## src/hdl/bmprle_pkg.sv

```systemverilog
// Shared constants, codes and types of the bitmap RLE run decoder.
package bmprle_pkg;

    localparam int DIM_W      = 13;
    localparam int COORD_W    = 12;
    localparam int BYTE_W     = 8;
    localparam int COLOR_W    = 24;
    localparam int PAL_ADDR_W = 8;
    localparam int PAL_DEPTH  = 256;
    localparam int KIND_W     = 2;
    localparam int PHASE_W    = 3;
    localparam int CFG_IDX_W  = 2;

    localparam logic [DIM_W-1:0] MAX_DIM = 13'd4096;

    // parser phases
    localparam logic [PHASE_W-1:0] PH_COUNT   = 3'd0;
    localparam logic [PHASE_W-1:0] PH_COLOR   = 3'd1;
    localparam logic [PHASE_W-1:0] PH_ESCAPE  = 3'd2;
    localparam logic [PHASE_W-1:0] PH_DX      = 3'd3;
    localparam logic [PHASE_W-1:0] PH_DY      = 3'd4;
    localparam logic [PHASE_W-1:0] PH_LITERAL = 3'd5;
    localparam logic [PHASE_W-1:0] PH_PAD     = 3'd6;

    // escape codes following a zero count byte
    localparam logic [BYTE_W-1:0] ESC_EOL   = 8'h00;
    localparam logic [BYTE_W-1:0] ESC_EOB   = 8'h01;
    localparam logic [BYTE_W-1:0] ESC_DELTA = 8'h02;

    // result kinds
    localparam logic [KIND_W-1:0] KIND_RUN  = 2'd0;
    localparam logic [KIND_W-1:0] KIND_END  = 2'd1;
    localparam logic [KIND_W-1:0] KIND_CLIP = 2'd2;

    // configuration register indexes
    localparam logic [CFG_IDX_W-1:0] REG_RLE4_MODE    = 2'd0;
    localparam logic [CFG_IDX_W-1:0] REG_IMAGE_WIDTH  = 2'd1;
    localparam logic [CFG_IDX_W-1:0] REG_IMAGE_HEIGHT = 2'd2;

    typedef struct packed {
        logic               hit;
        logic [KIND_W-1:0]  kind;
        logic [COORD_W-1:0] row;
        logic [COORD_W-1:0] column_start;
        logic [BYTE_W-1:0]  pixel_count;
    } run_t;

endpackage

```

## src/hdl/bmprle_parser.sv

```systemverilog
// Byte parser: phase tracking, position update, clipping and run descriptor.
module bmprle_parser
    import bmprle_pkg::*;
(
    input  logic                  aclk,
    input  logic                  aresetn,
    input  logic                  data_en,
    input  logic [BYTE_W-1:0]     data_byte,
    input  logic                  rle4_mode,
    input  logic [DIM_W-1:0]      image_width,
    input  logic [DIM_W-1:0]      image_height,
    output run_t                  run,
    output logic [PAL_ADDR_W-1:0] pal_addr_even,
    output logic [PAL_ADDR_W-1:0] pal_addr_odd,
    output logic                  finished
);

    logic [PHASE_W-1:0] phase_reg, phase_next;
    logic [DIM_W-1:0]   column_reg, column_next;
    logic [DIM_W-1:0]   file_row_reg, file_row_next;
    logic [BYTE_W-1:0]  run_length_reg, run_length_next;
    logic [BYTE_W-1:0]  literal_left_reg, literal_left_next;
    logic               pad_pending_reg, pad_pending_next;
    logic [BYTE_W-1:0]  delta_dx_reg, delta_dx_next;
    logic               finished_reg, finished_next;

    logic [DIM_W-1:0]   w_eff;
    logic [DIM_W-1:0]   h_eff;
    logic [DIM_W-1:0]   avail;
    logic [BYTE_W-1:0]  req;
    logic [BYTE_W-1:0]  lit_n;
    logic [DIM_W:0]     col_sum;
    logic [DIM_W-1:0]   col_adv;
    logic [DIM_W:0]     row_sum;
    logic [DIM_W-1:0]   row_flip;
    logic               clipped;
    logic [BYTE_W-1:0]  cnt;

    always_comb begin
        if (image_width == '0) begin
            w_eff = DIM_W'(1);
        end else if (image_width > MAX_DIM) begin
            w_eff = MAX_DIM;
        end else begin
            w_eff = image_width;
        end
        if (image_height == '0) begin
            h_eff = DIM_W'(1);
        end else if (image_height > MAX_DIM) begin
            h_eff = MAX_DIM;
        end else begin
            h_eff = image_height;
        end
    end

    // pixels one literal byte covers
    always_comb begin
        if (!rle4_mode) begin
            lit_n = BYTE_W'(1);
        end else if (literal_left_reg >= BYTE_W'(2)) begin
            lit_n = BYTE_W'(2);
        end else if (literal_left_reg == '0) begin
            lit_n = BYTE_W'(1);
        end else begin
            lit_n = literal_left_reg;
        end
    end

    always_comb begin
        case (phase_reg)
            PH_COLOR: req = run_length_reg;
            PH_DY:    req = delta_dx_reg;
            default:  req = lit_n;
        endcase
        avail    = (column_reg < w_eff) ? (w_eff - column_reg) : '0;
        clipped  = {{(DIM_W-BYTE_W){1'b0}}, req} > avail;
        cnt      = clipped ? avail[BYTE_W-1:0] : req;
        col_sum  = {1'b0, column_reg} + {{(DIM_W+1-BYTE_W){1'b0}}, req};
        col_adv  = (col_sum < {1'b0, w_eff}) ? col_sum[DIM_W-1:0] : w_eff;
        row_flip = (file_row_reg < h_eff) ? (h_eff - DIM_W'(1) - file_row_reg) : '0;
        row_sum  = {1'b0, file_row_reg} + ((phase_reg == PH_DY) ?
                   {{(DIM_W+1-BYTE_W){1'b0}}, data_byte} : (DIM_W+1)'(1));
    end

    always_comb begin
        if (rle4_mode) begin
            pal_addr_even = {4'h0, data_byte[7:4]};
            pal_addr_odd  = {4'h0, data_byte[3:0]};
        end else begin
            pal_addr_even = data_byte;
            pal_addr_odd  = data_byte;
        end
    end

    always_comb begin
        phase_next        = phase_reg;
        column_next       = column_reg;
        file_row_next     = file_row_reg;
        run_length_next   = run_length_reg;
        literal_left_next = literal_left_reg;
        pad_pending_next  = pad_pending_reg;
        delta_dx_next     = delta_dx_reg;
        finished_next     = finished_reg;
        run               = '0;
        if (data_en && !finished_reg) begin
            case (phase_reg)
                PH_COUNT: begin
                    if (data_byte != '0) begin
                        run_length_next = data_byte;
                        phase_next      = PH_COLOR;
                    end else begin
                        phase_next = PH_ESCAPE;
                    end
                end
                PH_COLOR: begin
                    phase_next       = PH_COUNT;
                    column_next      = col_adv;
                    run.hit          = 1'b1;
                    run.kind         = clipped ? KIND_CLIP : KIND_RUN;
                    run.row          = row_flip[COORD_W-1:0];
                    run.column_start = column_reg[COORD_W-1:0];
                    run.pixel_count  = cnt;
                end
                PH_ESCAPE: begin
                    phase_next = PH_COUNT;
                    case (data_byte)
                        ESC_EOL: begin
                            column_next = '0;
                            if (row_sum >= {1'b0, h_eff}) begin
                                file_row_next = h_eff;
                                finished_next = 1'b1;
                                run.hit       = 1'b1;
                                run.kind      = KIND_END;
                            end else begin
                                file_row_next = row_sum[DIM_W-1:0];
                            end
                        end
                        ESC_EOB: begin
                            finished_next = 1'b1;
                            run.hit       = 1'b1;
                            run.kind      = KIND_END;
                        end
                        ESC_DELTA: begin
                            phase_next = PH_DX;
                        end
                        default: begin
                            literal_left_next = data_byte;
                            pad_pending_next  = rle4_mode ? (data_byte[1] ^ data_byte[0])
                                                          : data_byte[0];
                            phase_next        = PH_LITERAL;
                        end
                    endcase
                end
                PH_DX: begin
                    delta_dx_next = data_byte;
                    phase_next    = PH_DY;
                end
                PH_DY: begin
                    phase_next  = PH_COUNT;
                    column_next = col_adv;
                    if (row_sum >= {1'b0, h_eff}) begin
                        file_row_next = h_eff;
                        finished_next = 1'b1;
                        run.hit       = 1'b1;
                        run.kind      = KIND_END;
                    end else begin
                        file_row_next = row_sum[DIM_W-1:0];
                    end
                end
                PH_LITERAL: begin
                    column_next       = col_adv;
                    run.hit           = 1'b1;
                    run.kind          = clipped ? KIND_CLIP : KIND_RUN;
                    run.row           = row_flip[COORD_W-1:0];
                    run.column_start  = column_reg[COORD_W-1:0];
                    run.pixel_count   = cnt;
                    literal_left_next = (literal_left_reg > lit_n) ?
                                        (literal_left_reg - lit_n) : '0;
                    if (literal_left_reg <= lit_n) begin
                        phase_next       = pad_pending_reg ? PH_PAD : PH_COUNT;
                        pad_pending_next = 1'b0;
                    end
                end
                default: begin
                    // pad byte, or an unused code: drop it
                    phase_next = PH_COUNT;
                end
            endcase
        end
    end

    always_ff @(posedge aclk) begin
        if (!aresetn) begin
            phase_reg        <= PH_COUNT;
            column_reg       <= '0;
            file_row_reg     <= '0;
            run_length_reg   <= '0;
            literal_left_reg <= '0;
            pad_pending_reg  <= 1'b0;
            delta_dx_reg     <= '0;
            finished_reg     <= 1'b0;
        end else begin
            phase_reg        <= phase_next;
            column_reg       <= column_next;
            file_row_reg     <= file_row_next;
            run_length_reg   <= run_length_next;
            literal_left_reg <= literal_left_next;
            pad_pending_reg  <= pad_pending_next;
            delta_dx_reg     <= delta_dx_next;
            finished_reg     <= finished_next;
        end
    end

    assign finished = finished_reg;

endmodule

```

## config.mk

```make
export PLATFORM = sky130hd
export DESIGN_NAME = bmprle_parser
export DESIGN_NICKNAME = d
export VERILOG_FILES = /design/src/hdl/bmprle_pkg.sv /design/src/hdl/bmprle_parser.sv
export SDC_FILE = /design/constraint.sdc
export NUM_CORES = 1
export LEC_CHECK = 0
export ABC_AREA = 1
export BUFFER_PORTS_ARGS = -buffer_cell sky130_fd_sc_hd__clkbuf_2
export CAP_MARGIN = 0
export CELL_PAD_IN_SITES_DETAIL_PLACEMENT = 0
export CELL_PAD_IN_SITES_GLOBAL_PLACEMENT = 1
export CORE_MARGIN = 2
export CORE_UTILIZATION = 46
export CTS_BUF_LIST = sky130_fd_sc_hd__clkbuf_4
export CTS_CLUSTER_DIAMETER = 60
export DETAILED_ROUTE_END_ITERATION = 10
export PLACE_DENSITY = 0.94
export SYNTH_ARGS = -nofsm -noshare
export SYNTH_HDL_FRONTEND = slang
export SYNTH_SLANG_ARGS = --single-unit
```

## constraint.sdc

```tcl
create_clock -name aclk -period 6 [get_ports aclk]
set_input_delay 0.3 -clock aclk [delete_from_list [all_inputs] [get_ports aclk]]
set_output_delay 0.3 -clock aclk [all_outputs]
set_load 0.01 [all_outputs]
```

# After elaboration in Yosys (flattened, before gate mapping)

Cells that the tools add are included.
Widths: inputs -> output; s select.

Bits in registers: 55
Input bits: 38
Logic and storage cells: 100

Add/subtract/negate cells: 6
$lt $le $gt $ge: 10
Equal/unequal tests: 11
Muxes and demuxes: 41
Bitwise gates (word level): 1
Reduce and logical (&&, ||, !) cells: 23

Operator list:

| operator              | count |
|---|---|
| $mux 13               | 9 |
| $mux 8                | 9 |
| $pmux 13 s2           | 2 |
| $mux 35               | 1 |
| $mux 32               | 1 |
| $pmux 8 s2            | 2 |
| $add 13x8->14         | 2 |
| $gt 13x13->1 const B  | 2 |
| $logic_not 13->1      | 2 |
| $lt 13x13->1          | 2 |
| $logic_not 8->1       | 2 |
| $reduce_and 3->1      | 5 |
| $ge 14x13->1          | 1 |
| $lt 14x13->1          | 1 |
| $gt 8x13->1           | 1 |
| $sub 13x13->13        | 1 |
| $mux 12               | 1 |
| $pmux 3 s2            | 2 |
| $pmux 3 s4            | 1 |
| $sub 12x1->12 const B | 1 |
| $sub 12x12->12        | 1 |
| $mux 3                | 3 |
| $pmux 3 s3            | 1 |
| $eq 8x1->1 const B    | 1 |
| 24 further kinds      | 38 |

# Depth between registers and ports, before layout

Gate-level depths: netlist (run 1).

Depth after elaboration: 9
Mapped depth: 32
Mapped depth without buffers: 30

# Worst setup path before layout (run 1)

OpenSTA, ideal clock, no wires.

Kind: input to output
From: in image_width[9]
To: out run[7] (netlist bit)
Arrival time: 3682 ps
Data required time: 5700 ps
Path slack: 2018 ps
Stages: 29
Path buffers: 2
Cells stage by stage: inv_1 nand2_1 nor2_1 nand2_2 nand2_4 inv_1 nor2_1 ha_1 inv_1 nor3_1 nand2_1 nor4_2 nand4_1 and2_1 buf_6 nand2_1 ha_1 nand2_1 nor2_1 o21ai_0 nand2_1 a21oi_1 o21ai_0 a21oi_1 nor2_2 clkbuf_8 nand3_2 nand2_1 nor2_1

RTL lines:

| item               | RTL line            | text |
|---|---|---|
| start: declaration | bmprle_parser.sv:10 | `input logic [DIM_W-1:0] image_width,` |
| end: declaration   | bmprle_parser.sv:12 | `output run_t run,` |

# Worst setup path in the final report (run 1)

From: reg phase_reg[2]
To: reg column_reg[0]

Word-level cells in the longest chain between the ends: 6
Elaborated cells on any way between the ends: 13

RTL lines:

| item                                     | RTL line                                  | text |
|---|---|---|
| start: declaration                       | bmprle_parser.sv:18                       | `logic [PHASE_W-1:0] phase_reg, phase_next;` |
| start signal: assignment                 | bmprle_parser.sv:203                      | `phase_reg <= phase_next;` |
| $eq 3x3->1 or $eq 3x1->1 (tied branches) | bmprle_parser.sv:70, bmprle_parser.sv:106 |  |
| $pmux 8 s2                               | bmprle_parser.sv:70                       | `case (phase_reg)` |
| $add 13x8->14                            | bmprle_parser.sv:78                       | `col_sum = {1'b0, column_reg} + {{(DIM_W+1-BYTE_W){1'b0}}, req};` |
| $lt 14x13->1                             | bmprle_parser.sv:79                       | `col_adv = (col_sum < {1'b0, w_eff}) ? col_sum[DIM_W-1:0] : w_eff;` |
| $mux 13                                  | bmprle_parser.sv:79                       |  |
| $pmux 13 s2                              | bmprle_parser.sv:106                      | `case (phase_reg)` |
| end signal: assignment                   | bmprle_parser.sv:204                      | `column_reg <= column_next;` |
| end: declaration                         | bmprle_parser.sv:19                       | `logic [DIM_W-1:0] column_reg, column_next;` |

Several ways; a longest one is shown, not always the timed one.
A chain may end at the register's enable or synchronous reset.

==> results.sh, run 1 <==
export IMPL_status="finished clean"
export IMPL_worst_pin_slew_ns=1.020
export IMPL_finalSetupTns_ns=0
export IMPL_worstSetupStartpointType="flop"
export IMPL_drive_gt1_frac=0.1123
export IMPL_p_int_uw=657.5
export IMPL_p_switching_uw=478.1
export IMPL_yosysTopAreaCell="ha_1"
export IMPL_synthSimpleGateAreaFrac=0.2897
export IMPL_wl_per_cell_microns=13.79
export IMPL_relSlewSlack=0.3154
export IMPL_switching_share=0.4210
export IMPL_synth_seq_cells=55
export IMPL_synth_fa_ha_area_frac=0.1888
export IMPL_final_cell_area_sq_um=7373
export IMPL_hpwl_mm=14.87
export IMPL_synth_most_common_cell="nand2_1"
export IMPL_power_total_uw=1136
export IMPL_initial_core_util=0.4687
export IMPL_synth_edf_count=0
export IMPL_worst_endpoint_required_ns=6.34
export IMPL_rsz0062_at_grt="no"
export IMPL_vias=7021
export IMPL_final_hold_viol_count=0
export IMPL_use_met1=0.3006
export IMPL_io_buffers=89
export IMPL_fillers=1592
export IMPL_avgSynthCellArea_sq_um=6.336
export IMPL_synth_cells=1067
export IMPL_cts_tree="done"
export IMPL_drc=0
export IMPL_synth_area_mux_share=0
export IMPL_async_flop_share=0
export IMPL_synth_top_area_frac=0.1740
export IMPL_reg2reg_from="phase_reg[2]"
export IMPL_yosys_warnings=0
export IMPL_use_met3=0.02439
export IMPL_critPathSlowestCell="fa_1"
export IMPL_clk_pin_slew_worst_paths_ns=0.18
export IMPL_synth_area_leaders="ha_1, dfxtp_1, nand2_1"
export IMPL_synthTopCellsByCount="nand2_1, inv_1, nor2_1, a21oi_1, ha_1"
export IMPL_insertion_delay_ns=0.40
export IMPL_synth_seq_area_share=0.1629
export IMPL_min_to="run_length_reg[2]"
export IMPL_syn_area_sq_um=6760
export IMPL_antenna_found_initial=0
export IMPL_max_clock_freq_mhz=186.2
export IMPL_ys_flop_type="dfxtp_1"
export IMPL_finalSetupViolations=0
export IMPL_worstReg2RegEnd="column_reg[0]"
export IMPL_htree_levels=2
export IMPL_routed_wl_mm=18.25
export IMPL_synth_compound_area_frac=0.1834
export IMPL_ios=90
export IMPL_diodes=0
export IMPL_grt_usage=0.2275
export IMPL_fin_crit_sh=0.8953
export IMPL_nets=1276
export IMPL_drtAntennaViolNets=0
export IMPL_top_usage_layer="met2"
export IMPL_grt_ovfl_total=0
export IMPL_area_delta_synth_final_pct=9.069
export IMPL_hold_start="data_byte[2]"
export IMPL_crit_path_end_kind="flop"
export IMPL_min_period_ns=5.372
export IMPL_hold_path_class="primary input to flop"
export IMPL_reg2regPathDepth=26
export IMPL_cpPeakStageDelay_ns=0.44
export IMPL_first_pass_iters=5
export IMPL_clkPwrFrac=0.203
export IMPL_synth_top_family_by_area="simple AND/OR/NAND/NOR gates"
export IMPL_post_synth_num_cell_types=48
export IMPL_power_frac_seq=0.348
export IMPL_p_comb_frac=0.449
export IMPL_die_height_microns=125.2
export IMPL_post_place_ws_ns=0.5263
export IMPL_placedCellCount=1316
export IMPL_worstPathArrival_ns=5.71
export IMPL_gp_congestion=0.9034
export IMPL_layout_cells_non_filler=1324
export IMPL_cts_root_buf="clkbuf_4"
export IMPL_core_area_sq_um=14420
export IMPL_vdd_drop_max_uv=128.6
export IMPL_cts_buffers=5
export IMPL_die_x_microns=125.2
export IMPL_viasPerCell=5.303
export IMPL_synth_xor_area_share=0.04664
export IMPL_cp_common_cell="nand2_1"
export IMPL_drv_cap=0
export IMPL_drt_iter0_drc=346
export IMPL_post_dp_cell_area_sq_um=7283
export IMPL_whs_path_depth=3
export IMPL_grt_pass1_vias=6457
export IMPL_clkSinkCount=55
export IMPL_grt_max_degree=30
export IMPL_met2_usage=0.3971
export IMPL_rows=44
export IMPL_ff2ff_setup_slack_ns=0.63
export IMPL_cts_buffer_depth=2
export IMPL_grt_pass1_wl_mm=30.15
export IMPL_worst_slack_ns=0.6281
export IMPL_hold_buffers=0
export IMPL_p_leak_uw=0.003850
export IMPL_power_density_nw_per_um2=154.0
export IMPL_die_area_sq_um=15680
export IMPL_skew_ns=0.01075
export IMPL_cp_max_fo=14
export IMPL_critPathKind="flop to flop"
export IMPL_report_final_slew_viol_count=0
-- worst max-delay path by stage --
stage                   start        endpoint  slack [ns]
2_1_floorplan  image_width[9]          run[7]        2.02
3_3_place_gp     phase_reg[2]   column_reg[9]        0.82
3_5_place_dp     phase_reg[2]  column_reg[12]        0.53
4_1_cts          phase_reg[2]         run[34]        0.39
5_1_grt          phase_reg[2]   column_reg[7]        0.09
6_report         phase_reg[2]   column_reg[0]        0.63
-- critical path: cells and delay by family (launching register included) --
kind,cells,cell delay [ns]
flops,1,0.43
simple gates,12,1.91
fa+ha+maj,2,0.73
buf+inv,5,0.76
compound gates,6,1.24
xor+xnor,1,0.23
-- through the flow --
step	utilization	hold WS, ns
after global routing	0.5112	0.2294
after global placement	0.5049	0.4397
final	0.5112	0.2381
after floorplan	-	0.4239
after detailed placement	0.5049	0.4499
after CTS	0.5110	0.2263
-- layer usage --
layer	vias to the layer above	share of wire	wire length [microns]
met4	0	0.015	276
met1	3215	0.47	8592
met3	15	0.040	732
met2	148	0.47	8652
li1	3643	-	-
met5	-	0	0
-- cells in the final DEF (no fill, tap or decap), types with 3 or more instances in the layout --
master / count
xnor2_1: 10
nor2_1: 124
buf_4: 3
nor2_2: 4
nand2_1: 194
nand4_1: 19
nand2_2: 6
o22ai_1: 3
nand2_4: 4
conb_1: 6
a21oi_1: 118
o21ai_0: 59
nor3_1: 8
o21bai_1: 6
nand3_2: 3
a31oi_1: 4
or2_2: 3
a211oi_1: 4
o211ai_1: 11
ha_1: 94
clkbuf_2: 89
clkbuf_4: 5
o221ai_1: 3
nand3b_1: 11
dfxtp_1: 55
fa_1: 5
nand3_1: 56
nor4_1: 5
inv_1: 177
xor2_1: 26
a21o_1: 3
o21ai_1: 3
-- area by class of cell --
class                      instances  area (sq um)  area share
clock buffer                       5         37.54    0.005091
multi-input combinational        806          4815      0.6530
clock inverter                     3         50.05    0.006788
timing repair buffer              92         467.9     0.06347
tap                              184         230.2     0.03122
sequential                        55          1101      0.1493
inverter                         179         671.9     0.09113
-- logic make-up (layout without fill, tap and decap cells) --
kind of cell | count (synthesis) | after routing
compound gates | 223 | 223
fa+ha+maj | 99 | 99
xor+xnor | 36 | 36
flops | 55 | 55
other cells | 1 | 6
buf+inv | 211 | 279
simple gates | 442 | 442
-- power groups by stage --
stage | combinational (uW) | sequential [uW] | clock (uW)
CTS | 508 | 395 | 234
global placement | 503 | 403 | 0
finish | 509 | 396 | 231
global route | 582 | 398 | 249
floorplan | 393 | 399 | 0
detailed placement | 505 | 403 | 0
-- what timing repair did --
item	in CTS	in global routing
setup endpoints to repair	0	15
resized for setup	0	1
setup buffers	0	0
endpoints found under the hold margin	0	0
(Power assumes the default switching activity.)
==> inputs of run 2 (changes only) <==
Settings changed: CORE_UTILIZATION 46 to 45, CTS_BUF_LIST sky130_fd_sc_hd__clkbuf_4 to not set, PLACE_DENSITY 0.94 to 0.93.
==> results.sh, run 2 (synthesized netlist as in run 1, its figures left out) <==
export IMPL_status="finished clean"
export IMPL_p_comb_frac=0.417
export IMPL_wl_per_cell_microns=13.51
export IMPL_drt_iter0_drc=446
export IMPL_hpwl_mm=14.42
export IMPL_area_delta_synth_final_pct=10.03
export IMPL_die_area_sq_um=16020
export IMPL_min_period_ns=5.314
export IMPL_gp_congestion=0.8800
export IMPL_hold_buffers=0
export IMPL_dr_max_layer_used="met4"
export IMPL_worstPathArrival_ns=5.52
export IMPL_power_density_nw_per_um2=163.2
export IMPL_clkSinkCount=55
export IMPL_clk_pin_slew_worst_paths_ns=0.08
export IMPL_grt_pass1_vias=6309
export IMPL_worst_pin_slew_ns=1.161
export IMPL_worstSetupStartpointType="flop"
export IMPL_finalSetupTns_ns=0
export IMPL_final_common_cell="nand2_1"
export IMPL_die_height_microns=126.6
export IMPL_insertion_delay_ns=0.30
export IMPL_relSlewSlack=0.2250
export IMPL_cp_max_fo=14
export IMPL_rsz0062_at_grt="no"
export IMPL_p_int_uw=731.6
export IMPL_finalSetupViolations=0
export IMPL_drv_cap=0
export IMPL_p_leak_uw=0.003879
export IMPL_ff2ff_setup_slack_ns=0.69
export IMPL_worst_endpoint_required_ns=6.21
export IMPL_cts_buffer_depth=2
export IMPL_max_clock_freq_mhz=188.2
export IMPL_grt_ovfl_total=0
export IMPL_viasPerCell=5.173
export IMPL_vdd_drop_max_uv=102.1
export IMPL_met1_length_mm=8.653
export IMPL_post_dp_cell_area_sq_um=7283
export IMPL_hold_path_class="primary input to flop"
export IMPL_final_hold_viol_count=0
export IMPL_cp_common_cell="nand2_1"
export IMPL_drive_gt1_frac=0.1123
export IMPL_wl_met3_microns=687
export IMPL_drc=0
export IMPL_cts_root_buf="clkbuf_16"
export IMPL_nets=1276
export IMPL_critPathKind="flop to flop"
export IMPL_fin_crit_sh=0.8856
export IMPL_skew_ns=0.007784
export IMPL_cpPeakStageDelay_ns=0.44
export IMPL_p_switching_uw=482.4
export IMPL_initial_core_util=0.4634
export IMPL_post_cts_buffers=0
export IMPL_first_pass_iters=7
export IMPL_antenna_found_initial=0
export IMPL_drtAntennaViolNets=0
export IMPL_report_final_slew_viol_count=0
export IMPL_grt_usage=0.2233
export IMPL_clkPwrFrac=0.258
export IMPL_io_buffers=89
export IMPL_core_area_sq_um=14590
export IMPL_rows=44
export IMPL_fillers=1533
export IMPL_critPathSlowestCell="fa_1"
export IMPL_switching_share=0.3974
export IMPL_die_x_microns=126.6
export IMPL_diodes=0
export IMPL_vias=6849
export IMPL_power_frac_seq=0.325
export IMPL_dr_wl_met2_mm=8.328
export IMPL_routed_wl_mm=17.89
export IMPL_grt_max_degree=33
export IMPL_htree_levels=2
export IMPL_final_cell_area_sq_um=7438
export IMPL_cts_buffers=5
export IMPL_grt_pass1_wl_mm=30.08
export IMPL_final_cell_mix="nand2_1, inv_1, nor2_1"
export IMPL_power_total_uw=1214
export IMPL_ios=90
export IMPL_crit_path_end_kind="flop"
export IMPL_cts_tree="done"
## run 2: cell count changes in the layout (fill, tap and decap cells not counted), sizes merged
| cell | before | now |
|---|---|---|
| clkbuf | 94 | 95 |
| clkinv | 2 | 3 |
| inv | 179 | 178 |
| bufinv | 1 | 0 |
## run 2: critical path, delay by kind of cell, from the launching register on
kind | cells | cell delay (ns)
AOI/OAI and AO/OA | 6 | 1.22
xor gates and xnor gates | 1 | 0.22
adders and majority gates | 2 | 0.72
buffers and inverters | 5 | 0.74
DFF | 1 | 0.40
and+or+nand+nor | 12 | 1.90
## run 2: path summary, 6_finish.rpt
| path | start | endpoint | depth (start not counted) |
|---|---|---|---|
| max | phase_reg[2] | column_reg[11] | 26 |
| max reg2reg | phase_reg[2] | column_reg[11] | 26 |
| min reg2reg | run_length_reg[4] | run_length_reg[4] | 2 |
| min | data_byte[4] | run_length_reg[4] | 3 |
## run 2: final cells by class
class | count | area (sq um) | share of cell area
Timing Repair Buffer | 92 | 467.9 | 0.06291
Inverter | 179 | 671.9 | 0.09033
Tap cell | 184 | 230.2 | 0.03095
Multi-Input combinational cell | 806 | 4815 | 0.6473
Clock buffer | 6 | 138.9 | 0.01867
Clock inverter | 2 | 13.76 | 0.001850
Sequential cell | 55 | 1101 | 0.1480
## run 2: per-layer routing
metal,global-route usage,vias up
met5,0,-
met4,0.04719,0
met3,0.01771,13
met2,0.3737,154
met1,0.3148,3041
li1,-,3641
## run 2: repair_timing
| action | CTS | global route |
|---|---|---|
| hold endpoints to repair | 0 | 0 |
| resized for setup | 0 | 1 |
| setup endpoints to repair | 0 | 15 |
## run 2: power by group through the flow
stage               sequential [uW]  clock, uW  combinational, uW
global placement                403          0                502
floorplan                       399          0                393
finish                          395        313                506
detailed placement              403          0                502
CTS                             395        319                505
global route                    397        332                578
## run 2: metrics by stage
stage | hold WS, ns | utilization | instances | setup slack [ns]
finish | 0.3542 | 0.5099 | 1324 | 0.6862
detailed placement | 0.4555 | 0.4992 | 1316 | 0.5243
CTS | 0.3584 | 0.5097 | 1324 | 0.4623
floorplan | 0.4239 | - | 1072 | 2.018
global route | 0.3671 | 0.5099 | 1324 | 0.08976
global placement | 0.4406 | 0.4992 | 1316 | 0.7316
